`src/rtl/rrts_pkg.sv`:
```
// rrts_pkg: shared types and constants of the round-robin thread scheduler
// no dependencies; used by rrts_table and round_robin_thread_scheduler
`default_nettype none

package rrts_pkg;

   localparam int ACT_W = 3;
   localparam int ID_W  = 3;
   localparam int AMT_W = 16;
   localparam int ST_W  = 3;

   typedef logic [ST_W-1:0]  slot_state_type;
   typedef logic [ACT_W-1:0] action_type;

   localparam slot_state_type ST_INVALID  = 3'd0;
   localparam slot_state_type ST_READY    = 3'd1;
   localparam slot_state_type ST_RUNNING  = 3'd2;
   localparam slot_state_type ST_SLEEPING = 3'd3;
   localparam slot_state_type ST_BLOCKED  = 3'd4;

   localparam action_type ACT_START  = 3'd0;
   localparam action_type ACT_YIELD  = 3'd1;
   localparam action_type ACT_SLEEP  = 3'd2;
   localparam action_type ACT_KILL   = 3'd3;
   localparam action_type ACT_BLOCK  = 3'd4;
   localparam action_type ACT_RESUME = 3'd5;
   localparam action_type ACT_TICK   = 3'd6;

   typedef struct packed {
      logic             st_we;
      logic             sl_we;
      slot_state_type   st;
      logic [AMT_W-1:0] sl;
   } tbl_wr_type;

   typedef struct packed {
      slot_state_type   st;
      logic [AMT_W-1:0] sl;
   } tbl_rd_type;

endpackage

`default_nettype wire

```
`src/rtl/rrts_table.sv`:
```
// rrts_table: slot state and sleep count memories, one read and one write port each
// read data registered; entries never written read as their reset values
// depends on rrts_pkg
`default_nettype none

module rrts_table #(
   parameter int POOL_SIZE = 8
) (
   input  wire logic                         clock,
   input  wire logic                         reset,
   input  wire logic                         rd_en,
   input  wire logic [$clog2(POOL_SIZE)-1:0] rd_addr,
   output rrts_pkg::tbl_rd_type              rd_data,
   input  wire logic [$clog2(POOL_SIZE)-1:0] wr_addr,
   input  wire rrts_pkg::tbl_wr_type         wr
);
   import rrts_pkg::*;

   localparam int IDXW = $clog2(POOL_SIZE);

   slot_state_type   st_mem [POOL_SIZE];
   logic [AMT_W-1:0] sl_mem [POOL_SIZE];

   logic [POOL_SIZE-1:0] st_vld_ff, st_vld_in;
   logic [POOL_SIZE-1:0] sl_vld_ff, sl_vld_in;

   slot_state_type   st_q_ff;
   logic [AMT_W-1:0] sl_q_ff;
   logic             st_hit_ff;
   logic             sl_hit_ff;
   logic [IDXW-1:0]  idx_ff;

   always_ff @(posedge clock) begin
      if (wr.st_we) begin
         st_mem[wr_addr] <= wr.st;
      end
      if (wr.sl_we) begin
         sl_mem[wr_addr] <= wr.sl;
      end
      if (rd_en) begin
         st_q_ff   <= st_mem[rd_addr];
         sl_q_ff   <= sl_mem[rd_addr];
         st_hit_ff <= st_vld_ff[rd_addr];
         sl_hit_ff <= sl_vld_ff[rd_addr];
         idx_ff    <= rd_addr;
      end
   end

   always_comb begin
      st_vld_in = st_vld_ff;
      sl_vld_in = sl_vld_ff;
      if (wr.st_we) begin
         st_vld_in[wr_addr] = 1'b1;
      end
      if (wr.sl_we) begin
         sl_vld_in[wr_addr] = 1'b1;
      end
   end

   always_ff @(posedge clock) begin
      if (reset) begin
         st_vld_ff <= '0;
         sl_vld_ff <= '0;
      end else begin
         st_vld_ff <= st_vld_in;
         sl_vld_ff <= sl_vld_in;
      end
   end

   // slot 0 comes out of reset running, all others invalid
   always_comb begin
      if (st_hit_ff) begin
         rd_data.st = st_q_ff;
      end else if (idx_ff == '0) begin
         rd_data.st = ST_RUNNING;
      end else begin
         rd_data.st = ST_INVALID;
      end
      rd_data.sl = sl_hit_ff ? sl_q_ff : '0;
   end

endmodule

`default_nettype wire

```
`src/rtl/round_robin_thread_scheduler.sv`:
```
// round_robin_thread_scheduler: command sequencer around the slot table
// depends on rrts_pkg and rrts_table
//
//   channel   ports                                   transfer
//   command   start busy req_action req_thread_id     start && !busy
//             req_amount
//   result    rsp_strobe rsp_running_id rsp_new_slot  rsp_strobe, one cycle
//             rsp_status rsp_switched
//
// one command at a time; every slot visit is one access on the table read port
// resume and unused codes end in the decode state; start scans for a free slot;
// yield/sleep/kill/block pick the next ready slot; tick ages all sleepers, then picks
// busy stays high from the transfer until the cycle the result strobe shows
// synchronous reset clears control and the table valid bits; no clearing pass
// results cannot be stalled; a new command is taken while the strobe is high
`default_nettype none

module round_robin_thread_scheduler #(
   parameter int POOL_SIZE = 8
) (
   input  wire logic                       clock,
   input  wire logic                       reset,
   input  wire logic                       start,
   output logic                            busy,
   input  wire logic [rrts_pkg::ACT_W-1:0] req_action,
   input  wire logic [rrts_pkg::ID_W-1:0]  req_thread_id,
   input  wire logic [rrts_pkg::AMT_W-1:0] req_amount,
   output logic                            rsp_strobe,
   output logic [rrts_pkg::ID_W-1:0]       rsp_running_id,
   output logic [rrts_pkg::ID_W-1:0]       rsp_new_slot,
   output logic                            rsp_status,
   output logic                            rsp_switched
);
   import rrts_pkg::*;

   localparam int IDXW = $clog2(POOL_SIZE);
   localparam int CNTW = IDXW + 1;
   localparam logic [CNTW-1:0] CNT_N    = CNTW'(POOL_SIZE);
   localparam logic [IDXW-1:0] IDX_LAST = IDXW'(POOL_SIZE - 1);

   localparam logic [2:0] S_IDLE = 3'd0;
   localparam logic [2:0] S_MOD  = 3'd1;
   localparam logic [2:0] S_FREE = 3'd2;
   localparam logic [2:0] S_TICK = 3'd3;
   localparam logic [2:0] S_PICK = 3'd4;
   localparam logic [2:0] S_SWAP = 3'd5;

   logic [2:0]      state_ff, state_in;
   logic [IDXW-1:0] cur_ff, cur_in;
   logic [CNTW-1:0] cnt_ff, cnt_in;
   logic [IDXW-1:0] pick_ff, pick_in;
   logic            cur_run_ff, cur_run_in;
   logic            dv_ff;
   logic [IDXW-1:0] idx_ff;
   logic [IDXW-1:0] ord_ff;

   action_type       act_ff;
   logic [ID_W-1:0]  tid_ff;
   logic [AMT_W-1:0] amt_ff;

   logic            rsp_strobe_ff;
   logic [ID_W-1:0] rsp_running_id_ff;
   logic [ID_W-1:0] rsp_new_slot_ff;
   logic            rsp_status_ff;
   logic            rsp_switched_ff;

   logic            rd_en;
   logic [IDXW-1:0] rd_addr;
   logic [IDXW-1:0] wr_addr;
   tbl_wr_type      wr;
   tbl_rd_type      rd;

   logic            accept;
   logic            done;
   logic [IDXW-1:0] out_new;
   logic            out_status;
   logic            out_sw;

   logic                 tid_ok;
   logic [IDXW+ID_W-1:0] tid_ext;
   logic [IDXW-1:0]      tid_idx;
   logic [CNTW-1:0]      pick_sum;
   logic [CNTW-1:0]      pick_wrap;
   logic [IDXW+ID_W-1:0] cur_ext;
   logic [IDXW+ID_W-1:0] new_ext;

   assign accept = start && !busy;
   assign busy   = (state_ff != S_IDLE);

   assign tid_ok  = (int'(tid_ff) < POOL_SIZE);
   assign tid_ext = {{IDXW{1'b0}}, tid_ff};
   assign tid_idx = tid_ext[IDXW-1:0];

   assign pick_sum  = {1'b0, cur_ff} + cnt_ff;
   assign pick_wrap = (pick_sum >= CNT_N) ? (pick_sum - CNT_N) : pick_sum;

   assign cur_ext = {{ID_W{1'b0}}, cur_in};
   assign new_ext = {{ID_W{1'b0}}, out_new};

   rrts_table #(
      .POOL_SIZE(POOL_SIZE)
   ) u_table (
      .clock   (clock),
      .reset   (reset),
      .rd_en   (rd_en),
      .rd_addr (rd_addr),
      .rd_data (rd),
      .wr_addr (wr_addr),
      .wr      (wr)
   );

   always_comb begin
      state_in   = state_ff;
      cur_in     = cur_ff;
      cnt_in     = cnt_ff;
      pick_in    = pick_ff;
      cur_run_in = cur_run_ff;
      rd_en      = 1'b0;
      rd_addr    = cnt_ff[IDXW-1:0];
      wr_addr    = cur_ff;
      wr         = '0;
      done       = 1'b0;
      out_new    = '0;
      out_status = 1'b0;
      out_sw     = 1'b0;
      case (state_ff)
         S_IDLE: begin
            if (accept) begin
               cnt_in   = '0;
               state_in = (req_action == ACT_START) ? S_FREE : S_MOD;
            end
         end
         S_MOD: begin
            cnt_in = '0;
            case (act_ff)
               ACT_YIELD: begin
                  state_in = S_PICK;
               end
               ACT_SLEEP: begin
                  wr.st_we = 1'b1;
                  wr.st    = ST_SLEEPING;
                  wr.sl_we = 1'b1;
                  wr.sl    = amt_ff;
                  state_in = S_PICK;
               end
               ACT_KILL: begin
                  wr.st_we = 1'b1;
                  wr.st    = ST_INVALID;
                  state_in = S_PICK;
               end
               ACT_BLOCK: begin
                  wr_addr  = tid_idx;
                  wr.st_we = tid_ok;
                  wr.st    = ST_BLOCKED;
                  state_in = S_PICK;
               end
               ACT_RESUME: begin
                  wr_addr  = tid_idx;
                  wr.st_we = tid_ok;
                  wr.st    = ST_READY;
                  done     = 1'b1;
                  state_in = S_IDLE;
               end
               ACT_TICK: begin
                  state_in = S_TICK;
               end
               default: begin
                  done     = 1'b1;
                  state_in = S_IDLE;
               end
            endcase
         end
         S_FREE: begin
            if (dv_ff && rd.st == ST_INVALID) begin
               wr_addr  = idx_ff;
               wr.st_we = 1'b1;
               wr.st    = ST_READY;
               out_new  = idx_ff;
               done     = 1'b1;
               state_in = S_IDLE;
            end else if (dv_ff && ord_ff == IDX_LAST) begin
               out_status = 1'b1;
               done       = 1'b1;
               state_in   = S_IDLE;
            end else if (cnt_ff < CNT_N) begin
               rd_en   = 1'b1;
               rd_addr = cnt_ff[IDXW-1:0];
               cnt_in  = cnt_ff + 1'b1;
            end
         end
         S_TICK: begin
            if (dv_ff && rd.st == ST_SLEEPING) begin
               wr_addr = idx_ff;
               if (rd.sl > amt_ff) begin
                  wr.sl_we = 1'b1;
                  wr.sl    = rd.sl - amt_ff;
               end else begin
                  wr.st_we = 1'b1;
                  wr.st    = ST_READY;
               end
            end
            if (dv_ff && ord_ff == IDX_LAST) begin
               cnt_in   = '0;
               state_in = S_PICK;
            end else if (cnt_ff < CNT_N) begin
               rd_en   = 1'b1;
               rd_addr = cnt_ff[IDXW-1:0];
               cnt_in  = cnt_ff + 1'b1;
            end
         end
         S_PICK: begin
            // first read is the running slot itself, then the others in turn
            if (dv_ff && ord_ff == '0) begin
               cur_run_in = (rd.st == ST_RUNNING);
            end
            if (dv_ff && ord_ff != '0 && rd.st == ST_READY) begin
               pick_in  = idx_ff;
               wr_addr  = cur_ff;
               wr.st_we = cur_run_ff;
               wr.st    = ST_READY;
               state_in = S_SWAP;
            end else if (dv_ff && ord_ff == IDX_LAST) begin
               done     = 1'b1;
               state_in = S_IDLE;
            end else if (cnt_ff < CNT_N) begin
               rd_en   = 1'b1;
               rd_addr = pick_wrap[IDXW-1:0];
               cnt_in  = cnt_ff + 1'b1;
            end
         end
         S_SWAP: begin
            wr_addr  = pick_ff;
            wr.st_we = 1'b1;
            wr.st    = ST_RUNNING;
            cur_in   = pick_ff;
            out_sw   = 1'b1;
            done     = 1'b1;
            state_in = S_IDLE;
         end
         default: begin
            state_in = S_IDLE;
         end
      endcase
   end

   always_ff @(posedge clock) begin
      if (reset) begin
         state_ff      <= S_IDLE;
         cur_ff        <= '0;
         cnt_ff        <= '0;
         cur_run_ff    <= 1'b0;
         dv_ff         <= 1'b0;
         rsp_strobe_ff <= 1'b0;
      end else begin
         state_ff      <= state_in;
         cur_ff        <= cur_in;
         cnt_ff        <= cnt_in;
         cur_run_ff    <= cur_run_in;
         dv_ff         <= rd_en;
         rsp_strobe_ff <= done;
      end
   end

   always_ff @(posedge clock) begin
      pick_ff <= pick_in;
      if (accept) begin
         act_ff <= req_action;
         tid_ff <= req_thread_id;
         amt_ff <= req_amount;
      end
      if (rd_en) begin
         idx_ff <= rd_addr;
         ord_ff <= cnt_ff[IDXW-1:0];
      end
      if (done) begin
         rsp_running_id_ff <= cur_ext[ID_W-1:0];
         rsp_new_slot_ff   <= new_ext[ID_W-1:0];
         rsp_status_ff     <= out_status;
         rsp_switched_ff   <= out_sw;
      end
   end

   assign rsp_strobe     = rsp_strobe_ff;
   assign rsp_running_id = rsp_running_id_ff;
   assign rsp_new_slot   = rsp_new_slot_ff;
   assign rsp_status     = rsp_status_ff;
   assign rsp_switched   = rsp_switched_ff;

   a_strobe_idle: assert property (@(posedge clock) disable iff (reset)
      rsp_strobe |-> !busy)
      else $error("result strobe while a command is still in work");

   a_accept_busy: assert property (@(posedge clock) disable iff (reset)
      (start && !busy) |=> busy)
      else $error("command transfer did not raise busy");

   a_switch_ok: assert property (@(posedge clock) disable iff (reset)
      (rsp_strobe && rsp_switched) |-> !rsp_status)
      else $error("switch reported together with a full pool");

   a_cur_range: assert property (@(posedge clock) disable iff (reset)
      int'(cur_ff) < POOL_SIZE)
      else $error("running slot outside the pool");

endmodule

`default_nettype wire
```
`config.mk`:
```
export PLATFORM = sky130hd
export DESIGN_NAME = round_robin_thread_scheduler
export DESIGN_NICKNAME = d
export VERILOG_FILES = /design/src/rtl/rrts_pkg.sv /design/src/rtl/rrts_table.sv /design/src/rtl/round_robin_thread_scheduler.sv
export SDC_FILE = /design/constraint.sdc
export NUM_CORES = 1
export LEC_CHECK = 0
export ABC_CLOCK_PERIOD_IN_PS = 5900
export BUFFER_PORTS_ARGS = -buffer_cell sky130_fd_sc_hd__buf_4
export CAP_MARGIN = 20
export CORE_ASPECT_RATIO = 2
export CORE_MARGIN = 2
export CORE_UTILIZATION = 30
export CTS_BUF_LIST = sky130_fd_sc_hd__clkbuf_4
export CTS_CLUSTER_DIAMETER = 120
export DETAILED_ROUTE_END_ITERATION = 8
export PLACE_DENSITY_LB_ADDON = 0.05
export SLEW_MARGIN = 15
export SYNTH_ARGS = -nofsm -noshare
export SYNTH_HDL_FRONTEND = slang
export SYNTH_SLANG_ARGS = --single-unit
```
`constraint.sdc`:
```
create_clock -name clock -period 5.9 [get_ports clock]
set_input_delay 1.77 -clock clock [delete_from_list [all_inputs] [get_ports clock]]
set_output_delay 1.77 -clock clock [all_outputs]
set_load 0.05 [all_outputs]
```
# Word level (Yosys, flattened, before mapping)
# Memories as Yosys holds them, arrays and structs flattened. A register that Yosys moved wholly into a read port is not among the register bits.
# Index checks and enable logic that the tools add are counted.
# Widths: inputs -> output; s select.
totals:
  reg_bits: 70
  ramBits: 152
  memories: 2
mem_list:
  columns: ["name", "words", "width", "rd", "rd_ports_with_merged_regs", "wr", "line_no", "text"]
  rows:
  - ["u_table.sl_mem", 8, 16, 1, 1, 1, "rrts_table.sv:22", "logic [AMT_W-1:0] sl_mem [POOL_SIZE];"]
  - ["u_table.st_mem", 8, 3, 1, 1, 1, "rrts_table.sv:21", "slot_state_type st_mem [POOL_SIZE];"]
op_classes:
  addsub: 4
  order_cmp: 6
  n_eq_ne: 19
  muxes: 66
  bitwise: 3
  reduce_logical: 27
ops:
  columns: ["operator", "count"]
  rows:
  - ["$mux 16", 3]
  - ["$mux 3", 15]
  - ["$pmux 16 s2", 1]
  - ["$pmux 3 s5", 2]
  - ["$mux 1", 25]
  - ["$mux 4", 6]
  - ["$mux 21", 1]
  - ["$pmux 4 s5", 1]
  - ["$eq 3x2->1 const B", 6]
  - ["$eq 3x3->1 const B", 6]
  - ["$gt 16x16->1", 1]
  - ["$or 8x8->8", 2]
  - ["$sub 16x16->16", 1]
  - ["$logic_not 3->1", 5]
  - ["$pmux 3 s4", 1]
  - ["$eq 3x1->1 const B", 3]
  - ["$pmux 3 s3", 1]
  - ["$logic_and 1x1->1", 8]
  - ["$lt 3x4->1 const B", 2]
  - ["$ne 2x2->1 const B", 4]
  - ["$reduce_and 2->1", 4]
  - ["$reduce_or 4->1", 2]
  - ["$bmux 1 s3", 2]
  - ["$pmux 3 s2", 1]
  - ["19 further kinds", 22]

# Longest topological paths before layout
# Gate-level depths: netlist of the first run.
depth:
  depth_word: 12
  ltp_mapped: 12
  ltp_nobuf: 10

# Modules after synthesis
# A second synthesis of the first run with hierarchy kept.
hier_totals:
  hier_cells: 735
  area_unflattened_um2: 11013.1
by_module_without_submodules:
  columns: ["mod", "n_inst", "cells_each", "area_each_um2", "seq_area_each_um2"]
  rows:
  - ["rrts_table", 1, 358, 7527.2, 5605.4]
  - ["round_robin_thread_scheduler", 1, 377, 3485.8, 1431.4]

# Worst setup path after synthesis of the first run
# Ideal clock, no wire load.
synth_timing:
  path_type: "register to register"
  start: "reg u_table.idx_ff[2]"
  end: "reg ord_ff[0] (enable)"
  t_arrival_ns: 3.450
  required_time_ns: 5.446
  setup_slack_ns: 1.996
  stages_incl_launch_ff: 6
  n_path_buf: 0
  period_less_slack_ns: 3.904
  cell_sequence: "edfxtp_1 > or4_4 > nand2_1 > o21ai_1 > a21boi_0 > a21boi_0"
synth_via:
  elab_chain_cells: 7
  word_cells_on_any_way: 10
synth_rtl:
  columns: ["element", "line_no", "text"]
  rows:
  - ["from (decl)", "rrts_table.sv:31", "logic [IDXW-1:0] idx_ff;"]
  - ["from (signal assigned)", "rrts_table.sv:45", "idx_ff <= rd_addr;"]
  - ["$logic_not 3->1 (*)", "rrts_table.sv:74", "end else if (idx_ff == '0) begin"]
  - ["$mux 2 (*)", "rrts_table.sv:74", null]
  - ["$mux 3 (*)", "rrts_table.sv:72", "if (st_hit_ff) begin"]
  - ["$eq 3x1->1 or $logic_not 3->1 (tied branches)", "round_robin_thread_scheduler.sv:216, round_robin_thread_scheduler.sv:174", null]
  - ["$logic_and 1x1->1, on equally long branches", "round_robin_thread_scheduler.sv:216, round_robin_thread_scheduler.sv:174", null]
  - ["$mux 1, on equally long branches", "round_robin_thread_scheduler.sv:216, round_robin_thread_scheduler.sv:174", null]
  - ["$pmux 1 s3 (*)", "round_robin_thread_scheduler.sv:126", "case (state_ff)"]
  - ["via rd_en", "round_robin_thread_scheduler.sv:67", "logic rd_en;"]
  - ["to (signal assigned)", "round_robin_thread_scheduler.sv:273", "ord_ff <= cnt_ff[IDXW-1:0];"]
  - ["to (decl)", "round_robin_thread_scheduler.sv:55", "logic [IDXW-1:0] ord_ff;"]
# The timed path passes the listed nets; every way through them passes the cells marked *.
# A chain may end at the register's enable or synchronous reset.

# Worst setup path in the final report of the first run
layout_timing:
  start: "reg u_table.sl_hit_ff"
  end: "mem u_table.sl_mem[2][2] (enable)"
layout_via:
  elab_chain_cells: 7
layout_rtl:
  columns: ["element", "line_no", "text"]
  rows:
  - ["from (decl)", "rrts_table.sv:30", "logic sl_hit_ff;"]
  - ["from (signal assigned)", "rrts_table.sv:44", "sl_hit_ff <= sl_vld_ff[rd_addr];"]
  - ["$mux 16", "rrts_table.sv:79", "rd_data.sl = sl_hit_ff ? sl_q_ff : '0;"]
  - ["$gt 16x16->1", "round_robin_thread_scheduler.sv:194", "if (rd.sl > amt_ff) begin"]
  - ["$mux 1", "round_robin_thread_scheduler.sv:194", null]
  - ["$mux 21", "round_robin_thread_scheduler.sv:192", "if (dv_ff && rd.st == ST_SLEEPING) begin"]
  - ["$pmux 1 s2", "round_robin_thread_scheduler.sv:126", null]
  - ["$mux 1", "rrts_table.sv:37", "if (wr.sl_we) begin"]
  - ["$mux 1 (not written as such)", "rrts_table.sv:38", "sl_mem[wr_addr] <= wr.sl;"]
  - ["to (decl)", "rrts_table.sv:22", null]
# No other way between the ends.

==> results.md, run 1 <==
* Full die area at 37,400 sq um
* Io pins at 35
* DP Wirelength at 23.4 mm
* Largest net degree at the start of global routing at 64
* RR Endpoint: u_table.sl_mem[2][2]
* Final Util at 34.9%
* Post-layout min period at 4.23 ns
* Fraction of registers with async set/reset at 0%
* Max cap viols at 0
* HP Class: reg2reg
* Max clock buf depth at 3
* WL final at 32.0 mm
* Hold_buf cts at 0
* Hold_sp: u_table.st_vld_ff[7]
* CP required at 6.23 ns
* Count leader, synth: edfxtp_1
* H-tree levels at 2
* Initial core utilization at 30.2%
* CP Capture Type: register
* Simple-gate portion of the synthesized area at 10.2%
* CTS tree: done
* Proportion of layout cells with a drive suffix above 1 at 21.8%
* Leak at 4.11 nW
* Area leader, netlist: edfxtp_1
* Status: finished, final reports clean
* DIE HEIGHT at 272 um
* Yosys reg bits at 241
* RSZ-0062 raised after global routing: no
* CP Class: reg2reg
* Met3 global-route usage at 2.88%
* GPL Wtd Cong at 0.847
* First-pass GRT wire length at 46.4 mm
* Synthesized net count at 820
* R2r setup slk at 1.67 ns
* Worst slack at placement at 1.73 ns
* Routed Antenna Nets at 0
* Tot GR Track Use at 17.5%
* Initial antenna violation count at 1
* Setup TNS at 0 ns
* Final setup viols at 0
* Worst slew margin at 26.8%
* Root Buffer: clkbuf_4
* Router iterations before antenna repair at 7
* Cell Rows at 98
* Post-synth cell types at 71
* EDFF count, synth at 212
* Yosys top cell area share at 59.2%
* Vias in the first global route at 7,247
* GRT overflow at 0
* Post-Synth XOR/XNOR Area at 1.37%
* Worst R2R Path Depth at 11
* Pwr Total at 4.40 mW
* Multiplexer share of the synthesized area at 6.49%
* Num CTS Buffers at 58
* Post-CTS Setup Bufs at 0
* Adder-cell area share of the yosys netlist at 2.47%
* Met2 track demand over resource at 32.6%
* Fin crit share at 71.8%
* Clock Sinks at 241
* Nets at 901
* Vias per cell at 4.98
* Worst hold slack at 0.456 ns
* Clock Latency Late Sink at 0.76 ns
* Avg WL per Cell at 23.6 um
* Fin worst setup slack at 1.67 ns
* Starting DRT DRC Count at 434
* Synth warnings at 0
* Worst Hold End: u_table.st_vld_ff[7]
* Sequential share of the synthesized area at 64.6%
* Synthesized area per cell at 13.9 sq um
* Max frequency at 236 MHz
* Final max-slew violation count at 0
* Worst vdd ir at 171 uV
* Hold path depth at 2
* CP Data Arrival Time at 4.56 ns
* Cts repair resizes at 0
* DR vias at 6,744
* Ys flop type: edfxtp_1
* Largest family of logic cells by synthesized area: compound AO/OA/AOI/OAI gates
* Worst Clk Skew at 0.0597 ns
* PD cells at 355 nW/um^2
* Syn-to-layout area delta at 15.3%
* Clk pin slew, worst setup/hold paths at 0.08 ns
* Final Hold Vio Count at 0
* Met1 usage at 17.5%
* Ranking of synthesized cells by area: edfxtp_1 (59%), mux2i_1 (6.0%), dfxtp_1 (5.4%)
* Worst Max-Slew Pin Slew at 1.10 ns
* Startpoint Class: register
* Synthesized instance count at 775
* Most Used Layer, Global Route: met2
* Core Box Area at 35,600 sq um
* Critical R2R Launch: u_table.sl_hit_ff
* Post-Syn Area at 10,700 sq um
* Commonest cells post-synth: edfxtp_1 (212), nand2_1 (76), mux2i_1 (64), nor2_1 (40), dfxtp_1 (29)
* Remaining DRCs at 0
* Synth Area in Compound Gates at 12.0%
* Die extent in x at 138 um
* Peak fanout along the critical path at 18
* # port buffers at 34
[per-layer routing]
layer	part of all wire, %	up-vias
li1	-	3175
met1	34	3340
met2	55	158
met3	3.6	71
met4	6.8	0
met5	0	-
[worst max path at each step]
stage,from,endpoint,slack [ns],cells after the start
4_1_cts,u_table.sl_hit_ff,u_table.sl_mem[3][3],1.69,11
2_1_floorplan,u_table.idx_ff[2],ord_ff[0],2.00,5
6_report,u_table.sl_hit_ff,u_table.sl_mem[2][2],1.67,11
3_5_place_dp,u_table.sl_hit_ff,u_table.sl_mem[3][6],1.73,11
5_1_grt,u_table.sl_hit_ff,u_table.sl_mem[2][2],1.38,11
3_3_place_gp,u_table.sl_hit_ff,u_table.sl_mem[3][4],1.85,11
[registers in the layout (all words and copies together) (netlist names), 4 cells and up]
signal / flops
u_table.sl_vld_ff: 8
u_table.st_vld_ff: 8
amt_ff: 16
u_table.st_mem: 24
u_table.sl_mem: 128
cnt_ff: 4
u_table.sl_q_ff: 16
[layout make-up]
| cell class | instances | area (sq um) |
|---|---|---|
| Multi-Input combinational cell | 473 | 3570 |
| Clock inverter | 24 | 159 |
| Fill cell | 3529 | 23200 |
| Tap cell | 450 | 563 |
| Antenna cell | 1 | 2.50 |
| Inverter | 28 | 108 |
| Sequential cell | 241 | 6950 |
| Clock buffer | 82 | 616 |
| Timing Repair Buffer | 54 | 425 |
[worst max-delay path: stages (launching register included)]
cell	delay (ns)
edfxtp_1	0.65
nand2_1	0.10
ha_1	0.23
fa_1	0.41
nor2b_1	0.17
o31ai_1	0.10
a21oi_1	0.39
a311o_1	0.30
o21ai_1	0.09
buf_4	0.21
a21bo_1	0.36
nor2_2	0.79
[logic make-up after synthesis]
kind of cell | Yosys count
muxes | 69
xor gates and xnor gates | 16
buffers and inverters | 61
and+or+nand+nor | 214
DFF | 241
adders and majority gates | 20
AOI/OAI and AO/OA | 154
[layout by cell type, fill, tap and decap left out, types with 3 or more instances in the layout]
cell type    n
a221oi_2    23
clkinv_2     4
edfxtp_1   212
buf_4       53
nand3_1      7
nand4_1      6
mux2i_1     64
and4_1       3
ha_1        18
nor2_1      32
nand2_1     76
mux2_2       5
o31ai_1      9
clkbuf_4    82
o21a_1       3
nor2_2       8
nor3_1      13
a31oi_1      3
o21ai_1      7
o2bb2ai_1    8
inv_1       26
xnor2_1      6
dfxtp_1     29
o21ai_0     15
nand3b_1     3
o22ai_1     14
nor3b_1      3
a21o_1       8
xor2_1       9
or3_1        5
clkinv_1    17
a32o_1      21
a21boi_0     3
a21oi_1     16
nand2b_1    10
and2_1      25
nor2b_1      8
[through the flow]
stage,instances,area (sq um)
2_1_floorplan,775,10700
3_5_place_dp,1244,11600
6_report,1353,12400
3_3_place_gp,1244,11600
5_1_grt,1353,12400
4_1_cts,1350,12300
[power breakdown]
| part | leakage (nW) | total, mW | internal (mW) | switching (mW) |
|---|---|---|---|---|
| sequential | 2.02 | 2.06 | 1.98 | 0.0778 |
| combinational | 1.64 | 0.904 | 0.311 | 0.593 |
| clock | 0.452 | 1.43 | 0.734 | 0.698 |
| total | 4.11 | 4.40 | 3.03 | 1.37 |
Note: power is estimated with default switching activity, not from simulation.
==> run 2: changes to the inputs <==
--- a/config.mk
+++ b/config.mk
@@ -5,7 +5,7 @@
 export SDC_FILE = /design/constraint.sdc
 export NUM_CORES = 1
 export LEC_CHECK = 0
-export ABC_CLOCK_PERIOD_IN_PS = 5900
+export ABC_CLOCK_PERIOD_IN_PS = 4360
 export BUFFER_PORTS_ARGS = -buffer_cell sky130_fd_sc_hd__buf_4
 export CAP_MARGIN = 20
 export CORE_ASPECT_RATIO = 2
==> constraint.sdc (replaced) <==
create_clock -name clock -period 4.36 [get_ports clock]
set_input_delay 1.308 -clock clock [delete_from_list [all_inputs] [get_ports clock]]
set_output_delay 1.308 -clock clock [all_outputs]
set_load 0.05 [all_outputs]
==> results.md, run 2 (synthesis gave the netlist of run 1 again) <==
* Status: finished, final reports clean
* CP required at 4.77 ns (-1.46 ns)
* Initial core utilization at 30.2% (unchanged)
* Cts repair resizes at 0 (unchanged)
* Top flop regs: u_table.sl_mem x128, u_table.st_mem x24
* Num CTS Buffers at 58 (unchanged)
* RSZ-0062 raised after global routing: no
* Most frequent cells in the layout: edfxtp_1 (212), clkbuf_4 (84), nand2_1 (76)
* GPL Wtd Cong at 0.839 (-0.92%)
* Tot GR Track Use at 16.8% (-0.71 points)
* Placed Cells at 1,266 (+1.8%)
* Most Used Layer, Global Route: met2
* Max clock buf depth at 3 (unchanged)
* Clk pin slew, worst setup/hold paths at 0.07 ns (about the same)
* Largest Register: u_table.sl_mem
* DR vias at 6,800 (+0.83%)
* Design Area, Final at 12,500 sq um (+1.0%)
* Max reg flops at 128 (unchanged)
* Placed inst area at 11,800 sq um (+1.5%)
* Proportion of layout cells with a drive suffix above 1 at 23.8% (+1.9 points)
* Vias per cell at 4.94 (-0.93%)
* Final max-slew violation count at 0 (unchanged)
* Commonest non-fill, non-tap cell in the layout: edfxtp_1
* H-tree levels at 2 (unchanged)
* Setup TNS at 0 ns (unchanged)
* Root Buffer: clkbuf_4
* Die extent in x at 138 um (unchanged)
* Nets at 923 (+2.4%)
* GRT overflow at 0 (unchanged)
* Worst Clk Skew at 0.0344 ns (-0.0252 ns)
* Met2 track demand over resource at 33.6% (+1.0 points)
* CP Capture Type: register
* Avg WL per Cell at 22.2 um (-6.2%)
* Core Box Area at 35,600 sq um (unchanged)
* Initial antenna violation count at 1 (unchanged)
* Leak at 4.21 nW (+2.5%)
* Non-filler cells, final at 1,377 (+1.8%)
* Routed Antenna Nets at 0 (unchanged)
* Worst slew margin at 36.3% (+9.5 points)
* Syn-to-layout area delta at 16.5%
* Router iterations before antenna repair at 6 (-1)
* Io pins at 35 (unchanged)
* Worst vdd ir at 193 uV (+13%)
* Met1 usage at 16.0% (-1.5 points)
* DP Wirelength at 21.5 mm (-8.0%)
* # port buffers at 34 (unchanged)
* CP Data Arrival Time at 4.03 ns (-0.53 ns)
* Final setup viols at 0 (unchanged)
* Fin crit share at 82.9% (+11 points)
* Pwr Total at 5.85 mW (+33%)
* Vias in the first global route at 7,328 (+1.1%)
* Post-CTS Setup Bufs at 0 (unchanged)
* Worst Max-Slew Pin Slew at 0.950 ns (-0.148 ns)
* HP Class: reg2reg
* Full die area at 37,400 sq um (unchanged)
* CP Class: reg2reg
* Met3 global-route usage at 3.04% (+0.17 points)
* Remaining DRCs at 0 (unchanged)
* Post-layout min period at 3.61 ns (-0.619 ns)
* Largest net degree at the start of global routing at 48 (-25%)
* CTS tree: done
* Max cap viols at 0 (unchanged)
* Final Hold Vio Count at 0 (unchanged)
* Peak fanout along the critical path at 16 (-2)
* DIE HEIGHT at 272 um (unchanged)
* Clock Latency Late Sink at 0.72 ns (-0.04 ns)
* PD cells at 468 nW/um^2 (+32%)
* First-pass GRT wire length at 45.2 mm (-2.5%)
* Starting DRT DRC Count at 322 (-26%)
* Startpoint Class: register
* Max frequency at 277 MHz (+17%)
* Hold_buf cts at 0 (unchanged)
* Clock Sinks at 241 (unchanged)
* WL final at 30.5 mm (-4.5%)
* Cell Rows at 98 (unchanged)
run 2: layout make-up:
| type | instances | area (sq um) |
|---|---|---|
| antenna | 2 | 5.00 |
| clock buffer | 84 | 631 |
| clock inverter | 23 | 121 |
| fill | 3564 | 23000 |
| inverter | 28 | 108 |
| multi-input combinational | 473 | 3570 |
| sequential | 241 | 6950 |
| tap | 450 | 563 |
| timing repair buffer | 76 | 578 |
run 2: layer usage:
layer / routed length [um] / share of wire (%) / vias to the layer above
met5: 0 / 0 / -
met4: 1180 / 3.8 / 0
met3: 1190 / 3.9 / 61
met2: 18000 / 59 / 145
met1: 10200 / 33 / 3373
li1: - / - / 3221
run 2: where the power goes:
part           internal, mW  total, mW  switching (mW)
clock                 0.948       1.87           0.925
combinational         0.432       1.19           0.762
sequential             2.68       2.79           0.102
total                  4.06       5.85            1.79
run 2: final timing paths:
check | start | to | slack (ns) | cells after the start
setup reg to reg | u_table.sl_hit_ff | u_table.sl_mem[3][10] | 0.75 | 11
hold / removal | u_table.st_vld_ff[4] | u_table.st_vld_ff[4] | 0.46 | 2
setup / recovery | u_table.sl_hit_ff | u_table.sl_mem[3][10] | 0.75 | 11
hold reg to reg | u_table.st_vld_ff[4] | u_table.st_vld_ff[4] | 0.46 | 2
run 2: critical path, stage by stage, from the launching register on:
cell	delay, ns
edfxtp_1	0.51
buf_4	0.22
and2_1	0.14
ha_1	0.36
a21o_1	0.20
a21oi_1	0.15
nor2b_1	0.06
a311o_1	0.36
o21ai_1	0.58
a21o_1	0.41
nor2_2	0.07
buf_4	0.24
run 2: through the flow:
| stage | util [%] | worst slack [ns] | hold WS [ns] |
|---|---|---|---|
| floorplan | - | 0.456 | 0.424 |
| global placement | 33.0 | 0.349 | 0.435 |
| detailed placement | 33.1 | 0.598 | 0.445 |
| CTS | 35.2 | 0.545 | 0.461 |
| global route | 35.2 | 0.493 | 0.479 |
| finish | 35.2 | 0.745 | 0.457 |
